--- config.mk ---
export PLATFORM = sky130hd
export DESIGN_NAME = chu_ctrl
export DESIGN_NICKNAME = d
export VERILOG_FILES = /design/src/design/chu_pkg.sv /design/src/design/chu_ctrl.sv
export SDC_FILE = /design/constraint.sdc
export NUM_CORES = 1
export LEC_CHECK = 0
export ABC_AREA = 1
export BUFFER_PORTS_ARGS = -buffer_cell sky130_fd_sc_hd__buf_4
export CAP_MARGIN = 10
export CORE_AREA = 3 3 40 42
export CTS_BUF_LIST = sky130_fd_sc_hd__clkbuf_4
export CTS_CLUSTER_DIAMETER = 40
export DETAILED_ROUTE_END_ITERATION = 8
export DIE_AREA = 0 0 43 45
export GPL_ROUTABILITY_DRIVEN = 0
export HOLD_SLACK_MARGIN = 0.02
export RECOVER_POWER = 50
export SLEW_MARGIN = 20
export SYNTH_ARGS = -nofsm -noshare
export SYNTH_HDL_FRONTEND = slang
export SYNTH_SLANG_ARGS = --single-unit
--- constraint.sdc ---
create_clock -name clk -period 2.4 [get_ports clk]
set_input_delay 0.12 -clock clk [delete_from_list [all_inputs] [get_ports clk]]
set_output_delay 0.12 -clock clk [all_outputs]
set_load 0.03 [all_outputs]
--- src/design/chu_pkg.sv ---
// ============================================================================
// chu_pkg - shared types and constants for the color usage histogram RAM
// Field widths, window geometry, operation codes and the controller/datapath
// command and status bundles.
// ============================================================================
`default_nettype none

package chu_pkg;

  // Field and storage widths
  localparam int OP_W     = 2;
  localparam int ADDR_W   = 16;
  localparam int WORD_W   = 16;
  localparam int PIX_W    = 8;
  localparam int COLOR_W  = 8;
  localparam int ROW_W    = 8;
  localparam int COUNT_W  = 17;
  localparam int OFFSET_W = ADDR_W + 1;

  localparam int NUM_WORDS  = 1 << ADDR_W;
  localparam int NUM_COLORS = 1 << COLOR_W;
  localparam int NUM_ROWS   = 1 << ROW_W;

  // Visible window geometry, in pixels (one pixel per byte)
  localparam int VISIBLE_WIDTH  = 344;
  localparam int VISIBLE_HEIGHT = 240;
  localparam int ROW_BYTES      = 512;

  // Color 0 starts out covering the whole window
  localparam logic [COUNT_W-1:0] AREA_COUNT =
    COUNT_W'((VISIBLE_WIDTH * VISIBLE_HEIGHT) % (1 << COUNT_W));

  // Operation codes
  localparam logic [OP_W-1:0] OP_WRITE = 2'd0;
  localparam logic [OP_W-1:0] OP_QUERY = 2'd1;
  localparam logic [OP_W-1:0] OP_TEST  = 2'd2;

  // Controller to datapath
  typedef struct packed {
    logic sweep;       // clear one entry of every store
    logic accept;      // capture the transaction and issue all reads
    logic word_check;  // merge bytes, store the word and set the row dirty if changed
    logic hist_rd;     // read the count of the current histogram step
    logic hist_wr;     // write back the adjusted count
    logic step_next;   // advance the histogram step
    logic dirty_clr;   // clear the tested row's dirty flag
    logic res_push;    // load the output register
  } cmd_t;

  // Datapath to controller
  typedef struct packed {
    logic            sweep_last;
    logic [OP_W-1:0] op;
    logic            changed;
    logic            visible;
    logic            step_last;
    logic            out_busy;
  } sts_t;

endpackage

`default_nettype wire

--- src/design/chu_ctrl.sv ---
// ============================================================================
// chu_ctrl - sequencer of the color usage histogram RAM
// Runs the clearing pass after reset, then steps each transaction through
// decode, the histogram read-modify-writes and the result hand-off.
// ============================================================================
`default_nettype none

module chu_ctrl (
  input  wire logic          clk,
  input  wire logic          rst_n,
  input  wire logic          in_valid,
  output logic               in_ready,
  input  wire chu_pkg::sts_t sts,
  output chu_pkg::cmd_t      cmd
);

  localparam logic [2:0] S_SWEEP  = 3'd0;
  localparam logic [2:0] S_IDLE   = 3'd1;
  localparam logic [2:0] S_DECODE = 3'd2;
  localparam logic [2:0] S_HRD    = 3'd3;
  localparam logic [2:0] S_HWR    = 3'd4;
  localparam logic [2:0] S_FIN    = 3'd5;

  logic [2:0] state_r;
  logic [2:0] state_nxt;

  always_comb begin
    cmd       = '0;
    in_ready  = 1'b0;
    state_nxt = state_r;
    unique case (state_r)
      S_SWEEP: begin
        cmd.sweep = 1'b1;
        if (sts.sweep_last) begin
          state_nxt = S_IDLE;
        end
      end
      S_IDLE: begin
        in_ready = 1'b1;
        if (in_valid) begin
          cmd.accept = 1'b1;
          state_nxt  = S_DECODE;
        end
      end
      S_DECODE: begin
        state_nxt = S_FIN;
        unique case (sts.op)
          chu_pkg::OP_WRITE: begin
            cmd.word_check = 1'b1;
            if (sts.changed && sts.visible) begin
              state_nxt = S_HRD;
            end
          end
          chu_pkg::OP_TEST: begin
            cmd.dirty_clr = 1'b1;
          end
          default: begin
          end
        endcase
      end
      S_HRD: begin
        cmd.hist_rd = 1'b1;
        state_nxt   = S_HWR;
      end
      S_HWR: begin
        cmd.hist_wr   = 1'b1;
        cmd.step_next = 1'b1;
        state_nxt     = sts.step_last ? S_FIN : S_HRD;
      end
      S_FIN: begin
        if (!sts.out_busy) begin
          cmd.res_push = 1'b1;
          state_nxt    = S_IDLE;
        end
      end
      default: begin
        state_nxt = S_IDLE;
      end
    endcase
  end

  always_ff @(posedge clk) begin
    if (!rst_n) begin
      state_r <= S_SWEEP;
    end else begin
      state_r <= state_nxt;
    end
  end

endmodule

`default_nettype wire

==> results of run 1 <==
## through the flow
stage	utilization (%)	setup WS, ns
finish	33.9	0.960
CTS	34.8	0.979
global placement	32.4	1.27
global route	33.9	0.795
floorplan	-	0.865
detailed placement	32.4	1.24
## metal layers
| layer | global-route usage [%] | vias to the layer above | routed length (um) |
|---|---|---|---|
| met5 | 0 | - | 0 |
| li1 | - | 197 | - |
| met4 | 7.83 | 0 | 0 |
| met3 | 1.99 | 0 | 61 |
| met2 | 14.4 | 14 | 382 |
| met1 | 9.59 | 163 | 289 |
## where the power goes
group          internal [mW]  leakage, nW  total (mW)  switching (mW)
combinational         0.0362        0.222      0.0960          0.0598
sequential            0.0554       0.0246      0.0615         0.00614
clock                 0.0735       0.0184      0.0994          0.0258
## area by class of cell
class	instances	area share (%)
clock buffers	4	6.90
inverters	13	11.2
multi-input cells	34	33.6
flip-flops and latches	3	13.8
well taps	15	4.31
repair buffers	18	30.2
## worst reg2reg max path, cell delays in order (launching register included)
cell	delay, ns
dfxtp_1	0.34
inv_1	0.15
nand2_1	0.10
nor2_1	0.20
nand2_1	0.08
nand3_1	0.09
nand2_1	0.05
inv_1	0.04
## worst paths after layout
kind         slack (ns)  startpoint         end  cells past startpoint
max reg2reg        1.32  state_r[0]  state_r[2]                      7
max                0.96  state_r[2]      cmd[1]                      6
min                0.09       rst_n  state_r[2]                      3
min reg2reg        0.60  state_r[2]  state_r[0]                      2
## cell usage after synthesis
cell type / instances / area share [%]
nor2_2: 1 / 2.3
nand2_1: 11 / 15
inv_1: 11 / 15
nand3b_1: 1 / 2.8
nor4_1: 1 / 2.3
nand3_2: 1 / 3.7
nand3_1: 4 / 7.4
inv_2: 2 / 2.8
buf_4: 1 / 2.8
nor2_1: 11 / 15
dfxtp_1: 3 / 22
nor3_1: 2 / 3.7
a21oi_1: 1 / 1.9
nand4_1: 1 / 2.3
## cells by family after synthesis
group / share of synthesized area [%]
flops: 22.2
simple gates: 55.1
buf+inv: 20.8
compound gates: 1.85
==> results.json, run 1 <==
{
  "grt_usage_pct": 8.81,
  "yosys_warnings": 0,
  "fmax_mhz": 694,
  "num_vias": 374,
  "critPathKind": "reg -> out",
  "rsz0062_at_grt": "no",
  "numCtsBuffers": 3,
  "grt_max_degree": 7,
  "numPortBuffers": 18,
  "synth_fp_nets": 61,
  "crit_chain": "inv_1, nand2_1, nor2_1, inv_1, nor3_1, buf_4",
  "initial_core_util_pct": 21.0,
  "cts_buffer_depth": 2,
  "cp_data_required_time_ns": 2.28,
  "drtIter0Drc": 7,
  "p_total_uw": 257,
  "fill_cells": 155,
  "finalHoldViolCount": 0,
  "htreeDepth": 1,
  "ant_nets": 0,
  "multiInputGateArea_um2": 146,
  "dieArea_um2": 1940,
  "hold_class": "in -> reg",
  "finClkSkew_ns": 0.00206,
  "diodes": 0,
  "yosysUniqueCellTypes": 14,
  "ys_ff_latch": 3,
  "clk_latency_ns": 0.23,
  "ys_seq_area_share_pct": 22.2,
  "dieWidth_um": 43,
  "placed_area_um2": 417,
  "layout_commonest_cell": "buf_4",
  "cts_hold_buf": 0,
  "cp_max_fo": 6,
  "post-route-drc-count": 0,
  "cts_tree": "built",
  "dp_cells": 83,
  "wire_per_inst_um": 8.44,
  "worst_slew_pin_slew_ns": 0.374,
  "core_um2": 1280,
  "slowest_delay_ns": 0.34,
  "stdcell_count": 87,
  "finalInstanceArea_um2": 435,
  "dp_hpwl_um": 600,
  "cp_slowest_cell": "dfxtp_1",
  "rows": 13,
  "vias_per_cell": 4.30,
  "slew_viol_final": 0,
  "fin_setup_tns_ns": 0,
  "relSlewSlack_pct": 75.2,
  "cts.repair.resized": 0,
  "fp.dieH_um": 45,
  "seqCellArea_um2": 60.1,
  "path_delay_family": "buffers and inverters",
  "drive_above_1_share_pct": 29.2,
  "post_cts_buffers": 0,
  "crit_buf_inv": 3,
  "status": "finished, final reports clean",
  "largest_reg_flops": 3,
  "area_delta_synth_final_pct": 61.1,
  "finalNetCount": 83,
  "fin_hold_ws_ns": 0.0894,
  "pin_count": 19,
  "largest_register": "state_r",
  "finalSetupViolCount": 0,
  "fin_crit_sh_pct": 60.0,
  "critPathLaunchType": "flop",
  "powerDensity_nw_per_um2": 590,
  "netlist_area_um2": 270,
  "syn-instance-count": 51,
  "ir_drop_mv": 0.230,
  "grt_pass1_vias": 318,
  "grt_pass1_wl_mm": 1.29,
  "drtPass1Iterations": 4,
  "antenna_found_initial": 0,
  "gr-total-overflow": 0,
  "arrival_ns": 1.32,
  "cts_root_buf": "clkbuf_4",
  "top_regs": "state_r: 3 flops",
  "syn_avg_cell_area_um2": 5.30,
  "cellLeakagePower_nw": 0.265,
  "wl_um": 734,
  "min_period_ns": 1.44,
  "final_cell_mix": "buf_4 (17), inv_1 (13), nor2_1 (12)",
  "crit_path_end_kind": "output port",
  "crit_top_cell": "inv_1",
  "clkSlewWorstSetupHoldPaths_ns": 0.04,
  "cap_violations": 0,
  "cts.sinks": 3
}
Note: power is estimated with default switching activity, not from simulation.
==> run 2, diff against run 1 <==
==> constraint.sdc (replaced) <==
create_clock -name clk -period 1.4 [get_ports clk]
set_input_delay 0.07 -clock clk [delete_from_list [all_inputs] [get_ports clk]]
set_output_delay 0.07 -clock clk [all_outputs]
set_load 0.03 [all_outputs]
==> run 2 against run 1 <==
Effect of this change: clock skew is 0.0056 ns higher; die area stayed put; clock power is 78% higher; cell count is 1.1% higher; global-route usage is 0.34 points higher; utilization is 1.9 points higher; via count is 0.80% lower; sequential power is 77% higher; total power is 77% higher; final area is 5.7% higher; critical path depth stayed put; combinational power is 76% higher; critical path type unchanged; critical endpoint unchanged; largest power group unchanged; highest routed layer unchanged.
==> results.json, run 2 (same netlist as run 1, synthesis figures left out) <==
{
  "dp_hpwl_um": 617,
  "gr-total-overflow": 0,
  "cp_data_required_time_ns": 1.33,
  "htreeDepth": 1,
  "min_period_ns": 1.28,
  "pin_count": 19,
  "fin_setup_tns_ns": 0,
  "comb_power_share_pct": 37.2,
  "drtIter0Drc": 8,
  "slowest_delay_ns": 0.36,
  "wl_um": 790,
  "finClkSkew_ns": 0.00767,
  "final_cell_mix": "buf_4 (17), inv_1 (11), nand2_1 (11), nor2_1 (11)",
  "core_um2": 1280,
  "post-place-ws_ns": 0.296,
  "crit_buf_inv": 3,
  "r2r_setup_slack_ns": 0.27,
  "largest_reg_flops": 3,
  "clockPowerShare_pct": 38.9,
  "grt_util_met1_pct": 10.6,
  "min_from": "rst_n",
  "numCtsBuffers": 3,
  "drive_above_1_share_pct": 39.7,
  "ir_drop_mv": 0.358,
  "clkSlewWorstSetupHoldPaths_ns": 0.04,
  "grt_max_degree": 7,
  "cts.sinks": 3,
  "clk_latency_ns": 0.24,
  "path_delay_family": "flip-flops",
  "cellLeakagePower_nw": 0.275,
  "grt_pass1_vias": 307,
  "ant_nets": 0,
  "crit_start": "state_r[2]",
  "cp_max_fo": 6,
  "cp_slowest_cell": "dfxtp_1",
  "cts_buffer_depth": 2,
  "fmax_mhz": 780,
  "slew_viol_final": 0,
  "area_delta_synth_final_pct": 70.4,
  "vias_per_cell": 4.22,
  "cts_root_buf": "clkbuf_4",
  "diodes": 0,
  "worst_slack_ns": 0.119,
  "cts_tree": "built",
  "hold_class": "in -> reg",
  "placed_area_um2": 423,
  "crit_path_end_kind": "output port",
  "finalInstanceArea_um2": 460,
  "layout_commonest_cell": "buf_4",
  "cts_hold_buf": 0,
  "dieWidth_um": 43,
  "top_regs": "state_r: 3 flops",
  "numPortBuffers": 18,
  "status": "finished, final reports clean",
  "finalHoldViolCount": 0,
  "use_met2_pct": 12.6,
  "drtPass1Iterations": 4,
  "worst_slew_pin_slew_ns": 0.218,
  "fin_crit_sh_pct": 91.5,
  "arrival_ns": 1.21,
  "dieArea_um2": 1940,
  "power_frac_seq_pct": 24.0,
  "final_core_util_pct": 35.8,
  "busiest_layer": "met2",
  "critPathLaunchType": "flop",
  "grtUsageMet3_pct": 4.78,
  "critPathKind": "reg -> out",
  "fp.dieH_um": 45,
  "initial_core_util_pct": 21.0,
  "largest_register": "state_r",
  "crit_chain": "inv_2, nand2_1, nor2_2, inv_1, nor3_2, buf_4",
  "r2r_start": "state_r[2]",
  "wire_per_inst_um": 8.98,
  "finalSetupViolCount": 0,
  "num_vias": 371,
  "rows": 13,
  "internal-power_uw": 284,
  "finalNetCount": 84,
  "cap_violations": 0,
  "antenna_found_initial": 0,
  "relSlewSlack_pct": 85.4,
  "grt_pass1_wl_mm": 1.23,
  "post-route-drc-count": 0,
  "grt_usage_pct": 9.15,
  "p_switching_uw": 171,
  "swShare_pct": 37.5,
  "powerDensity_nw_per_um2": 987
}
-- run 2: through the flow --
stage,std cells,hold WS (ns),power [mW]
final,88,0.0401,0.454
after global routing,88,0.0349,0.495
after floorplan,51,0.168,0.219
after detailed placement,83,0.285,0.282
after global placement,83,0.280,0.283
after CTS,87,0.0272,0.469
-- run 2: final cells by class --
class	count	area, um^2
Clock buffer	4	30.0
Fill cell	149	825
Inverter	13	48.8
Multi-Input combinational cell	34	165
Sequential cell	3	60.1
Tap cell	15	18.8
Timing Repair Buffer	19	138
-- run 2: power groups by stage --
stage / combinational [mW] / sequential, mW / clock (mW)
2_1_floorplan: 0.112 / 0.106 / 0
3_3_place_gp: 0.174 / 0.109 / 0
3_5_place_dp: 0.173 / 0.109 / 0
4_1_cts: 0.174 / 0.108 / 0.188
5_1_grt: 0.186 / 0.111 / 0.198
6_report: 0.169 / 0.109 / 0.177
-- run 2: worst reg2reg max path: stages (launching register included) --
cell	delay, ns
dfxtp_1	0.42
inv_2	0.09
buf_4	0.14
nand3_1	0.09
nand2_1	0.05
nor2_1	0.11
nand2_1	0.07
nor2_1	0.07
-- run 2: worst paths after layout --
kind | endpoint | depth (start not counted)
worst min-delay path | state_r[2] | 3
worst max register to register | state_r[1] | 7
worst max-delay path | cmd[1] | 6
worst min register to register | state_r[0] | 2
-- run 2: repair_timing --
action,4_1_cts,5_1_grt
buffers inserted,0,1
setup endpoints to repair,0,2
resized for setup,0,2
-- run 2: layer usage --
layer,share of wire [%],vias to the layer above
li1,-,196
met1,42,155
met2,47,20
met3,10,0
met4,0,0
met5,0,-
